File: src/sbmq_pkg.sv
// Package for the shared-buffer multi-queue: status codes, action codes,
// controller states and the memory write-enable bundle. No dependencies.
`default_nettype none

package sbmq_pkg;

  localparam int unsigned DataW = 32;

  // Action field codes
  localparam logic ACT_ENQ = 1'b0;
  localparam logic ACT_DEQ = 1'b1;

  typedef enum logic [1:0] {
    ST_OK        = 2'd0,
    ST_OVERFLOW  = 2'd1,
    ST_UNDERFLOW = 2'd2
  } status_e;

  typedef enum logic [1:0] {
    S_IDLE,
    S_LOOK,
    S_COMMIT
  } state_e;

  // Write enables from the controller to the two slot RAMs
  typedef struct packed {
    logic link_we;
    logic data_we;
  } mem_wr_t;

endpackage

`default_nettype wire

File: src/sbmq_ram.sv
// Simple dual-port synchronous RAM: one write port, one read port,
// registered read data. Uses no package.
`default_nettype none

module sbmq_ram #(
  parameter int unsigned DEPTH = 16,
  parameter int unsigned WIDTH = 32
) (
  input  wire logic                     clk_i,
  input  wire logic                     we_i,
  input  wire logic [$clog2(DEPTH)-1:0] waddr_i,
  input  wire logic [WIDTH-1:0]         wdata_i,
  input  wire logic [$clog2(DEPTH)-1:0] raddr_i,
  output logic      [WIDTH-1:0]         rdata_o
);

  logic [WIDTH-1:0] mem [DEPTH];

  // Write port
  always_ff @(posedge clk_i) begin
    if (we_i) begin
      mem[waddr_i] <= wdata_i;
    end
  end

  // Read port, registered read data
  always_ff @(posedge clk_i) begin
    rdata_o <= mem[raddr_i];
  end

endmodule

`default_nettype wire

File: src/sbmq_ctrl.sv
// Controller for the shared-buffer multi-queue: command sequencer, queue
// head/tail table, free-list head and fresh-slot count. Uses sbmq_pkg.
`default_nettype none

module sbmq_ctrl #(
  parameter int unsigned SLOTS  = 16,
  parameter int unsigned QUEUES = 4
) (
  input  wire logic                        clk_i,
  input  wire logic                        rst_ni,
  input  wire logic                        start_i,
  input  wire logic                        action_i,
  input  wire logic [1:0]                  queue_id_i,
  input  wire logic signed [31:0]          data_in_i,
  output logic                             busy_o,
  output logic                             done_o,
  output logic [1:0]                       status_o,
  output logic signed [31:0]               data_out_o,
  output sbmq_pkg::mem_wr_t                wr_o,
  output logic [$clog2(SLOTS)-1:0]         link_raddr_o,
  input  wire logic [$clog2(SLOTS):0]      link_rdata_i,
  output logic [$clog2(SLOTS)-1:0]         link_waddr_o,
  output logic [$clog2(SLOTS):0]           link_wdata_o,
  output logic [$clog2(SLOTS)-1:0]         data_raddr_o,
  input  wire logic [sbmq_pkg::DataW-1:0]  data_rdata_i,
  output logic [$clog2(SLOTS)-1:0]         data_waddr_o,
  output logic [sbmq_pkg::DataW-1:0]       data_wdata_o
);

  import sbmq_pkg::*;

  localparam int unsigned IW = $clog2(SLOTS);
  localparam int unsigned QW = (QUEUES > 1) ? $clog2(QUEUES) : 1;

  // Pointers are {valid, index}
  state_e              state_q, state_d;
  logic                act_q;
  logic [QW-1:0]       q_q;
  logic [DataW-1:0]    data_q;
  logic [IW:0]         fh_q, fh_d;
  logic [IW:0]         fresh_q, fresh_d;
  logic [IW-1:0]       slot_q, slot_d;
  logic                link_q, link_d;
  logic [QUEUES-1:0]   hv_q;
  logic                hv_we, hv_wval;
  logic [2*IW-1:0]     qmem [QUEUES];
  logic [2*IW-1:0]     qrd_q;
  logic                qwe;
  logic [2*IW-1:0]     qwdata;
  status_e             status_q, status_d;
  logic [DataW-1:0]    dout_q, dout_d;
  logic                done_q, done_d;
  logic [QW-1:0]       qsel;
  logic [6:0]          qv;
  logic                accept;
  logic [IW-1:0]       qhead, qtail, s_free;
  logic [IW:0]         s_next;

  assign accept = start_i && (state_q == S_IDLE);
  assign qhead  = qrd_q[2*IW-1:IW];
  assign qtail  = qrd_q[IW-1:0];
  assign s_free = fh_q[IW-1:0];
  assign s_next = {1'b0, s_free} + 1'b1;

  // Reduce the queue number below QUEUES
  always_comb begin
    qv = {5'b0, queue_id_i};
    for (int i = 0; i < 3; i++) begin
      if (qv >= 7'(QUEUES)) begin
        qv = qv - 7'(QUEUES);
      end
    end
    qsel = qv[QW-1:0];
  end

  // Queue head/tail table: read while idle, written by the sequencer
  always_ff @(posedge clk_i) begin
    if (state_q == S_IDLE) begin
      qrd_q <= qmem[qsel];
    end
    if (qwe) begin
      qmem[q_q] <= qwdata;
    end
  end

  // Command word capture
  always_ff @(posedge clk_i) begin
    if (accept) begin
      act_q  <= action_i;
      q_q    <= qsel;
      data_q <= data_in_i;
    end
  end

  // Control state
  always_ff @(posedge clk_i or negedge rst_ni) begin
    if (!rst_ni) begin
      state_q  <= S_IDLE;
      fh_q     <= {1'b1, {IW{1'b0}}};
      fresh_q  <= '0;
      hv_q     <= '0;
      done_q   <= 1'b0;
      status_q <= ST_OK;
      dout_q   <= '0;
      slot_q   <= '0;
      link_q   <= 1'b0;
    end else begin
      state_q  <= state_d;
      fh_q     <= fh_d;
      fresh_q  <= fresh_d;
      done_q   <= done_d;
      status_q <= status_d;
      dout_q   <= dout_d;
      slot_q   <= slot_d;
      link_q   <= link_d;
      if (hv_we) begin
        hv_q[q_q] <= hv_wval;
      end
    end
  end

  // Next state, list updates and RAM controls
  always_comb begin
    state_d      = state_q;
    fh_d         = fh_q;
    fresh_d      = fresh_q;
    slot_d       = slot_q;
    link_d       = link_q;
    status_d     = status_q;
    dout_d       = dout_q;
    done_d       = 1'b0;
    hv_we        = 1'b0;
    hv_wval      = 1'b0;
    qwe          = 1'b0;
    qwdata       = qrd_q;
    wr_o         = '0;
    link_waddr_o = slot_q;
    link_wdata_o = '0;
    link_raddr_o = (state_q == S_IDLE) ? s_free : qhead;
    unique case (state_q)
      S_IDLE: begin
        if (start_i) begin
          state_d = S_LOOK;
        end
      end
      S_LOOK: begin
        state_d = S_COMMIT;
        dout_d  = '0;
        if (act_q == ACT_ENQ) begin
          if (!fh_q[IW]) begin
            status_d = ST_OVERFLOW;
          end else begin
            status_d = ST_OK;
            slot_d   = s_free;
            link_d   = hv_q[q_q];
            // Advance the free list; a never-used slot links to the one after it
            if ({1'b0, s_free} >= fresh_q) begin
              fresh_d = fresh_q + 1'b1;
              fh_d    = (s_next < (IW+1)'(SLOTS)) ? {1'b1, s_next[IW-1:0]} : '0;
            end else begin
              fh_d = link_rdata_i;
            end
            // Terminate the new slot and store its word
            wr_o.link_we = 1'b1;
            wr_o.data_we = 1'b1;
            link_waddr_o = s_free;
            link_wdata_o = '0;
            qwe          = 1'b1;
            qwdata       = hv_q[q_q] ? {qhead, s_free} : {s_free, s_free};
            hv_we        = 1'b1;
            hv_wval      = 1'b1;
          end
        end else begin
          if (!hv_q[q_q]) begin
            status_d = ST_UNDERFLOW;
          end else begin
            status_d = ST_OK;
            slot_d   = qhead;
          end
        end
      end
      S_COMMIT: begin
        state_d = S_IDLE;
        done_d  = 1'b1;
        if (status_q == ST_OK) begin
          if (act_q == ACT_ENQ) begin
            // Link the old tail to the new slot
            if (link_q) begin
              wr_o.link_we = 1'b1;
              link_waddr_o = qtail;
              link_wdata_o = {1'b1, slot_q};
            end
          end else begin
            // Unlink the head and push its slot onto the free list
            dout_d       = data_rdata_i;
            qwe          = 1'b1;
            qwdata       = {link_rdata_i[IW-1:0], qtail};
            hv_we        = 1'b1;
            hv_wval      = link_rdata_i[IW];
            wr_o.link_we = 1'b1;
            link_waddr_o = slot_q;
            link_wdata_o = fh_q;
            fh_d         = {1'b1, slot_q};
          end
        end
      end
      default: begin
        state_d = S_IDLE;
      end
    endcase
  end

  assign data_raddr_o = qhead;
  assign data_waddr_o = s_free;
  assign data_wdata_o = data_q;

  assign busy_o     = (state_q != S_IDLE);
  assign done_o     = done_q;
  assign status_o   = status_q;
  assign data_out_o = dout_q;

endmodule

`default_nettype wire

File: src/shared_buffer_multi_queue.sv
// Top level of the shared-buffer multi-queue: controller plus the slot
// next-pointer RAM and slot data RAM. Uses sbmq_pkg, sbmq_ctrl, sbmq_ram.
//
//  channel  | handshake         | fields
//  ---------+-------------------+------------------------------------
//  command  | start / busy      | action_i, queue_id_i, data_in_i
//  result   | done_o (strobe)   | status_o, data_out_o
//
// A command is taken at an edge with start high and busy low. The controller
// then steps through its look and commit states; the result shows for one
// cycle on done_o and busy drops in that cycle, so no new command is taken
// before the last one completes. The pace is set by the next-pointer RAM:
// read the link, then write one or two links.
// After reset no clearing pass runs: a fresh-slot count stands in for the
// initial free-list chain. The result side cannot stall.
`default_nettype none

module shared_buffer_multi_queue #(
  parameter int unsigned SLOTS  = 16,
  parameter int unsigned QUEUES = 4
) (
  input  wire logic               clk_i,
  input  wire logic               rst_ni,
  input  wire logic               start,
  output logic                    busy,
  input  wire logic               action_i,
  input  wire logic [1:0]         queue_id_i,
  input  wire logic signed [31:0] data_in_i,
  output logic                    done_o,
  output logic [1:0]              status_o,
  output logic signed [31:0]      data_out_o
);

  import sbmq_pkg::*;

  localparam int unsigned IW = $clog2(SLOTS);

  mem_wr_t           wr;
  logic [IW-1:0]     link_raddr, link_waddr, data_raddr, data_waddr;
  logic [IW:0]       link_rdata, link_wdata;
  logic [DataW-1:0]  data_rdata, data_wdata;

  // Sequencer and queue table
  sbmq_ctrl #(
    .SLOTS  (SLOTS),
    .QUEUES (QUEUES)
  ) u_ctrl (
    .clk_i        (clk_i),
    .rst_ni       (rst_ni),
    .start_i      (start),
    .action_i     (action_i),
    .queue_id_i   (queue_id_i),
    .data_in_i    (data_in_i),
    .busy_o       (busy),
    .done_o       (done_o),
    .status_o     (status_o),
    .data_out_o   (data_out_o),
    .wr_o         (wr),
    .link_raddr_o (link_raddr),
    .link_rdata_i (link_rdata),
    .link_waddr_o (link_waddr),
    .link_wdata_o (link_wdata),
    .data_raddr_o (data_raddr),
    .data_rdata_i (data_rdata),
    .data_waddr_o (data_waddr),
    .data_wdata_o (data_wdata)
  );

  // Next pointer per slot
  sbmq_ram #(
    .DEPTH (SLOTS),
    .WIDTH (IW + 1)
  ) u_link_ram (
    .clk_i   (clk_i),
    .we_i    (wr.link_we),
    .waddr_i (link_waddr),
    .wdata_i (link_wdata),
    .raddr_i (link_raddr),
    .rdata_o (link_rdata)
  );

  // Data word per slot
  sbmq_ram #(
    .DEPTH (SLOTS),
    .WIDTH (DataW)
  ) u_data_ram (
    .clk_i   (clk_i),
    .we_i    (wr.data_we),
    .waddr_i (data_waddr),
    .wdata_i (data_wdata),
    .raddr_i (data_raddr),
    .rdata_o (data_rdata)
  );

`ifndef NO_ASSERTIONS
  // Every accepted command is followed by a result strobe
  a_result_latency: assert property (@(posedge clk_i) disable iff (!rst_ni)
    (start && !busy) |-> ##3 done_o)
    else $error("result strobe missing three cycles after accept");

  // A result only follows a busy period
  a_done_after_busy: assert property (@(posedge clk_i) disable iff (!rst_ni)
    done_o |-> $past(busy))
    else $error("result strobe without a command in flight");

  // Failed commands return a zero word
  a_error_zero: assert property (@(posedge clk_i) disable iff (!rst_ni)
    (done_o && status_o != ST_OK) |-> (data_out_o == '0))
    else $error("nonzero data on overflow or underflow");

  // Accepting a command raises busy
  a_busy_after_accept: assert property (@(posedge clk_i) disable iff (!rst_ni)
    (start && !busy) |=> busy)
    else $error("busy not raised after accept");
`endif

endmodule

`default_nettype wire

File: config.mk
export PLATFORM = sky130hd
export DESIGN_NAME = shared_buffer_multi_queue
export DESIGN_NICKNAME = d
export VERILOG_FILES = /design/src/sbmq_pkg.sv /design/src/sbmq_ram.sv /design/src/sbmq_ctrl.sv /design/src/shared_buffer_multi_queue.sv
export SDC_FILE = /design/constraint.sdc
export NUM_CORES = 1
export LEC_CHECK = 0
export BUFFER_PORTS_ARGS = -buffer_cell sky130_fd_sc_hd__buf_4
export CAP_MARGIN = 20
export CORE_UTILIZATION = 40
export CTS_CLUSTER_DIAMETER = 30
export DETAILED_ROUTE_END_ITERATION = 8
export PLACE_DENSITY = 0.61
export SLEW_MARGIN = 0
export SYNTH_ARGS = -nofsm -noshare
export SYNTH_HDL_FRONTEND = slang
export SYNTH_SLANG_ARGS = --single-unit
File: constraint.sdc
create_clock -name clk_i -period 2.5 [get_ports clk_i]
set_input_delay 0 -clock clk_i [delete_from_list [all_inputs] [get_ports clk_i]]
set_output_delay 0 -clock clk_i [all_outputs]
set_load 0.1 [all_outputs]
# Word level (Yosys, flattened, before mapping)
# Memories as Yosys holds them, arrays and structs flattened. A register that Yosys moved wholly into a read port is not among the register bits.
# Cells that the tools add are included.
[word_totals]
ff_bits = 91
ram_bits = 624
out_inout_bits = 36
wordCells = 104
mem_count = 3
[op_classes]
add_sub_neg = 2
magnitude_cmp = 4
eq_ne = 8
muxes = 61
bitwise = 1
n_reduce_logical = 12
[mem_list]
columns = ["memory", "words", "word_bits", "read_ports", "rd_ports_with_merged_regs", "wr", "line", "text"]
rows = [
  ["u_data_ram.mem", 16, 32, 1, 1, 1, "sbmq_ram.sv:17", "logic [WIDTH-1:0] mem [DEPTH];"],
  ["u_link_ram.mem", 16, 5, 1, 1, 1, "sbmq_ram.sv:17", ""],
  ["u_ctrl.qmem", 4, 8, 1, 1, 1, "sbmq_ctrl.sv:46", "logic [2*IW-1:0] qmem [QUEUES];"],
]
[op_table]
columns = ["cell", "n"]
rows = [
  ["2-to-1 mux 32 bit", 2],
  ["case mux 32 bit (2 select lines)", 1],
  ["2-to-1 mux 5 bit", 10],
  ["2-to-1 mux 8 bit", 5],
  ["2-to-1 mux 4 bit", 8],
  ["2-to-1 mux 1 bit", 20],
  ["case mux 8 bit (2 select lines)", 1],
  ["2-to-1 mux 2 bit", 5],
  ["case mux 5 bit (2 select lines)", 1],
  ["case mux 4 bit (2 select lines)", 1],
  ["AND reduction 4 bit", 2],
  ["inequality test 2 x 1 -> 1 bit (second input constant)", 3],
  ["inequality test 2 bit (second input constant)", 3],
  ["case mux 1 bit (2 select lines)", 3],
  ["AND reduction 3 bit", 2],
  ["adder 4 x 1 -> 5 bit (second input constant)", 1],
  ["adder 5 x 1 -> 5 bit (second input constant)", 1],
  [">= comparator 4 x 5 -> 1 bit", 1],
  ["less-than comparator 5 bit (second input constant)", 1],
  ["AND reduction 5 bit", 1],
  ["bitwise mux 4 bit", 1],
  ["zero test 2 bit", 2],
  ["case mux 2 bit (2 select lines)", 1],
  ["nonzero test 2 bit", 2],
  ["9 further kinds", 10],
]

# Depth between registers and ports, before layout
[depth]
word_depth = 7
depth_mapped = 10
depth_no_buf = 7

# Hierarchy
# Synthesis repeated with hierarchy kept, for this count alone.
[hier_totals]
cells_unflattened = 1456
area_unflattened_um2 = 28748.8
[by_module_without_submodules]
columns = ["module", "instances", "cells_each", "area_each_um2"]
rows = [
  ["sbmq_ram (u_data_ram)", 1, 838, 19835.3],
  ["sbmq_ctrl", 1, 463, 5700.5],
  ["sbmq_ram (u_link_ram)", 1, 155, 3213.1],
]

# Worst setup path after synthesis
# No wires, ideal clock.
[synth_timing]
path_kind = "register to register"
from = "register u_ctrl.fh_q[4]"
to = "memory u_data_ram.mem[15][0], enable pin"
setup_ps = 421
arrival_time_ps = 2293
slack_ps = -214
path_stages_with_launch = 4
period_less_slack_ps = 2714
cell_sequence = "dfstp_2 -> and2b_1 -> nand2_1 -> nor2_1"
[synth_between]
elab_chain_cells = 5
[synth_lines]
columns = ["item", "line", "text"]
rows = [
  ["from (decl)", "sbmq_ctrl.sv:40", "logic [IW:0] fh_q, fh_d;"],
  ["from (signal assigned)", "sbmq_ctrl.sv:99", "fh_q <= {1'b1, {IW{1'b0}}};"],
  ["from (signal assigned)", "sbmq_ctrl.sv:109", "fh_q <= fh_d;"],
  ["2-to-1 mux 2 bit", "sbmq_ctrl.sv:150", "if (!fh_q[IW]) begin"],
  ["2-to-1 mux 2 bit", "sbmq_ctrl.sv:149", "if (act_q == ACT_ENQ) begin"],
  ["2-to-1 mux 1 bit", "sbmq_ctrl.sv:140", "unique case (state_q)"],
  ["2-to-1 mux 1 bit", "sbmq_ram.sv:21", "if (we_i) begin"],
  ["2-to-1 mux 1 bit (implied by the code)", "sbmq_ram.sv:22", "mem[waddr_i] <= wdata_i;"],
  ["to (decl)", "sbmq_ram.sv:17", ""],
]
# No other way between the ends.

# Final worst setup path
[layout_timing]
from = "register u_ctrl.act_q"
to = "memory u_link_ram.mem[1][1] in the netlist's numbering, enable pin"
[layout_between]
elab_chain_cells = 5
[layout_lines]
columns = ["item", "line", "text"]
rows = [
  ["from (decl)", "sbmq_ctrl.sv:37", "logic act_q;"],
  ["from (signal assigned)", "sbmq_ctrl.sv:89", "act_q <= action_i;"],
  ["2-to-1 mux 1 bit", "sbmq_ctrl.sv:186", "if (act_q == ACT_ENQ) begin"],
  ["2-to-1 mux 1 bit", "sbmq_ctrl.sv:185", "if (status_q == ST_OK) begin"],
  ["case mux 1 bit (2 select lines)", "sbmq_ctrl.sv:140", ""],
  ["2-to-1 mux 1 bit", "sbmq_ram.sv:21", ""],
  ["2-to-1 mux 1 bit (implied by the code)", "sbmq_ram.sv:22", ""],
  ["to (decl)", "sbmq_ram.sv:17", ""],
]
# Several ways; a longest one is shown, not always the timed one.

==> results.toml <==
[logic_synthesis]
syn_area_per_cell_sq_um = 21.6
muxShareOfSynthArea_pct = 15.1
ys_async_sr_fraction_pct = 7.37
synth_compound_area_share_pct = 3.15
synth_top_flop_cell = "edfxtp_1"
synth.largest_area_cell = "edfxtp_1"
syn_inst = 1334
synth_top_family_by_area = "multiplexers"
synth.distinct_cells = 62
ys_top_cells_by_area = "edfxtp_1 (70%), mux4_2 (14%), dfrtp_1 (4.8%), dfxtp_1 (2.6%), a22o_1 (1.2%)"
yosys.area_share.xor_xnor_pct = 0.122
syn_nets = 1385
synth-edff-count = 667
ys.warnings.count = 0
synth.most_common_cell = "edfxtp_1"
synth.top_cell.area_share_pct = 69.6
seq_area_frac_synth_pct = 77.1
synth-adder-area-share_pct = 0.565
synthTopCellsByCount = "edfxtp_1 (667), mux4_2 (184), dfrtp_1 (55)"
ys_ff_latch = 760
synth_area_sq_um = 28800
yosys.area_share.simple_pct = 2.66

[finish]
drive_above_1_share_pct = 38.2
post-route-util_pct = 52.7
instances_no_fill = 2708
design_area_sq_um = 37200
syn_to_final_growth_pct = 29.3
num_antenna_cells = 0
nets = 1703

[clock_tree]
clock_latency_ns = 0.70
cts.path.max_buffers = 3
numCtsBuffers = 140
cts_max_level = 4
clkTransAtPathRegs_ns = 0.05
clock_sinks = 760
root_buffer = "clkbuf_16"
cts_tree = "built"

[power_and_ir_drop]
internal-power_w = 0.0333
p_sw_w = 0.0134
leakage_nw = 12.9
p_sw_share_pct = 28.7
p_clk_share_pct = 41.9
peakVddDrop_v = 0.000800
fin_total_pwr_w = 0.0467
power_frac_comb_pct = 22.3
pwr-share-seq_pct = 35.8
p_per_area_nw_per_um2 = 1260

[die]
die_area_sq_um = 73000
core_region_area_sq_um = 70600
rows = 97
die_height_um = 270
num_io_pins = 74
start_util_pct = 40.7
die_w_um = 270

[timing]
fmax_ghz = 0.400
worstMarginPinSlew_ns = 0.705
setup_viol = 4
fin_crit_ns = 2.50
clock_skew_ns = 0.0243
finalHoldViolations = 0
drv_slew = 0
max-slew-margin-rel_pct = 53.0
setup_slack_ns = -0.00156
finalCritPeriodShare_pct = 100

[setup_path]
end_kind = "flop"
critPathCapture = "u_link_ram.mem[1][1]"
cp-startpoint = "u_ctrl.act_q"
cp_cell_sequence = "nor4b_4, o221ai_2, a222oi_1, nand3b_1, buf_4, nor2_1, buf_4"
startpoint_type = "flop"
r2r-start = "u_ctrl.act_q"
r2r_cells = 7
max_stage_delay_ns = 0.55
worstPathMaxFanout = 6
critical_path_arrival_ns = 2.90
reg2reg_to = "u_link_ram.mem[1][1]"
crit_top_cell = "buf_4"
path_class = "reg -> reg"
reg2reg_slack_ns = -0.002
worstPathRequired_ns = 2.90
cp_slowest_cell = "a222oi_1"

[routing]
drtIter0Drc = 1349
wl_um = 68400
drt.antenna.violating_nets = 0
drc_errors = 0
vias_per_cell = 5.46
drtPass1Iterations = 5
vias = 14800
wl_per_cell_um = 25.3

[global_route]
grt_pass1_wl_um = 103000
antenna_found_initial = 0
grt_pass1_vias = 15700
grt_overflow = 0
grt_usage_pct = 19.2
grt_max_degree = 37

[placed_design]
place_inst = 2396
gp_congestion = 0.872
hpwl_um = 38200
place.port_buffers = 73
placed_area_sq_um = 31600

[job]
maxCapViolCount = 0

[outcome]
status = "finished with violations"
violations = "negative setup slack"

[hold_path]
hp-class = "in -> reg"
## cell families after synthesis
kind of cell             Yosys count
AND/OR/NAND/NOR                  149
AO/OA/AOI/OAI                    122
flip-flops                       760
XOR/XNOR                           4
buffers and inverters             85
multiplexers                     201
adder cells (fa/ha/maj)           13
## metrics by stage
step	hold WS, ns	setup WS [ns]	TNS [ns]
after global placement	0.0519	-0.00846	-0.356
after floorplan	-0.296	-0.110	-0.217
final	0.0375	-0.00156	-0.00393
after CTS	0.000620	0.00420	0
after detailed placement	0.0618	-0.0244	-1.36
after global routing	0.0165	-0.0593	-0.937
## worst min path at each step
stage                        startpoint  cells past startpoint                       to  slack, ns
final                     data_in_i[11]                      2  u_ctrl.data_wdata_o[11]       0.04
after global routing      data_in_i[21]                      2  u_ctrl.data_wdata_o[21]       0.02
after CTS                 data_in_i[11]                      2  u_ctrl.data_wdata_o[11]     0.0006
after detailed placement         rst_ni                      1     u_ctrl.data_out_o[3]       0.06
after global placement           rst_ni                      1     u_ctrl.data_out_o[3]       0.05
after floorplan                  rst_ni                      0     u_ctrl.data_out_o[0]      -0.30
## power by group through the flow
stage	clock network (W)	registers, W	logic, W
global placement	0	0.0169	0.0101
detailed placement	0	0.0169	0.0102
finish	0.0196	0.0167	0.0104
global route	0.0205	0.0169	0.0111
CTS	0.0199	0.0167	0.0103
floorplan	0	0.0174	0.00592
## metal layers
layer | routed length (um) | GRT usage [%]
met1 | 29100 | 25.9
met2 | 33600 | 30.7
met3 | 4230 | 4.45
met4 | 1460 | 6.50
met5 | 0 | 0
## registers in the layout, summed over array words and instances (netlist names), 4 cells and up
name                 flops
u_data_ram.mem         512
u_link_ram.mem          80
u_ctrl.data_out_o       32
u_ctrl.data_wdata_o     32
u_ctrl.qmem             32
u_data_ram.rdata_o      32
u_ctrl.qrd_q             8
u_ctrl.fh_q              5
u_ctrl.fresh_q           5
u_link_ram.rdata_o       5
u_ctrl.hv_q              4
u_ctrl.slot_q            4
## worst max-delay path, delay by kind of cell, from the launching register on
family / cells / cell delay, ns
flops: 1 / 0.49
simple gates: 3 / 0.66
buf+inv: 2 / 0.35
compound gates: 2 / 0.72
## cell usage in the layout (no fill, tap or decap), types with 14 or more instances in the layout
cell,synthesis,layout
edfxtp_1,667,667
mux4_2,184,184
buf_4,4,151
clkbuf_16,0,145
dfrtp_1,55,53
dlygate4sd3_1,0,51
nand2_1,49,49
dfxtp_1,37,37
a22o_1,39,36
buf_12,0,36
nor2_1,33,27
bufinv_16,0,24
clkinv_2,0,19
o21ai_0,18,17
and3_2,0,15
inv_1,18,14
clkbuf_1,26,14
## what timing repair did
item / CTS / global route
setup endpoints to repair: 221 / 343
setup buffers: 1 / 1
gates resized for setup: 1 / 36
hold buffers: 52 / 0
hold endpoints to repair: 101 / 0
cloned: 0 / 0
pin swaps: 1 / 9
## cell type report
cell class / instances / area [sq um]
clock buffers: 165 / 3760
clock inverters: 93 / 1210
fillers: 5486 / 33400
inverters: 19 / 71.3
multi-input cells: 489 / 6400
flip-flops and latches: 760 / 22200
well taps: 940 / 1180
repair buffers: 242 / 2430
Note: power is estimated with default switching activity, not from simulation.
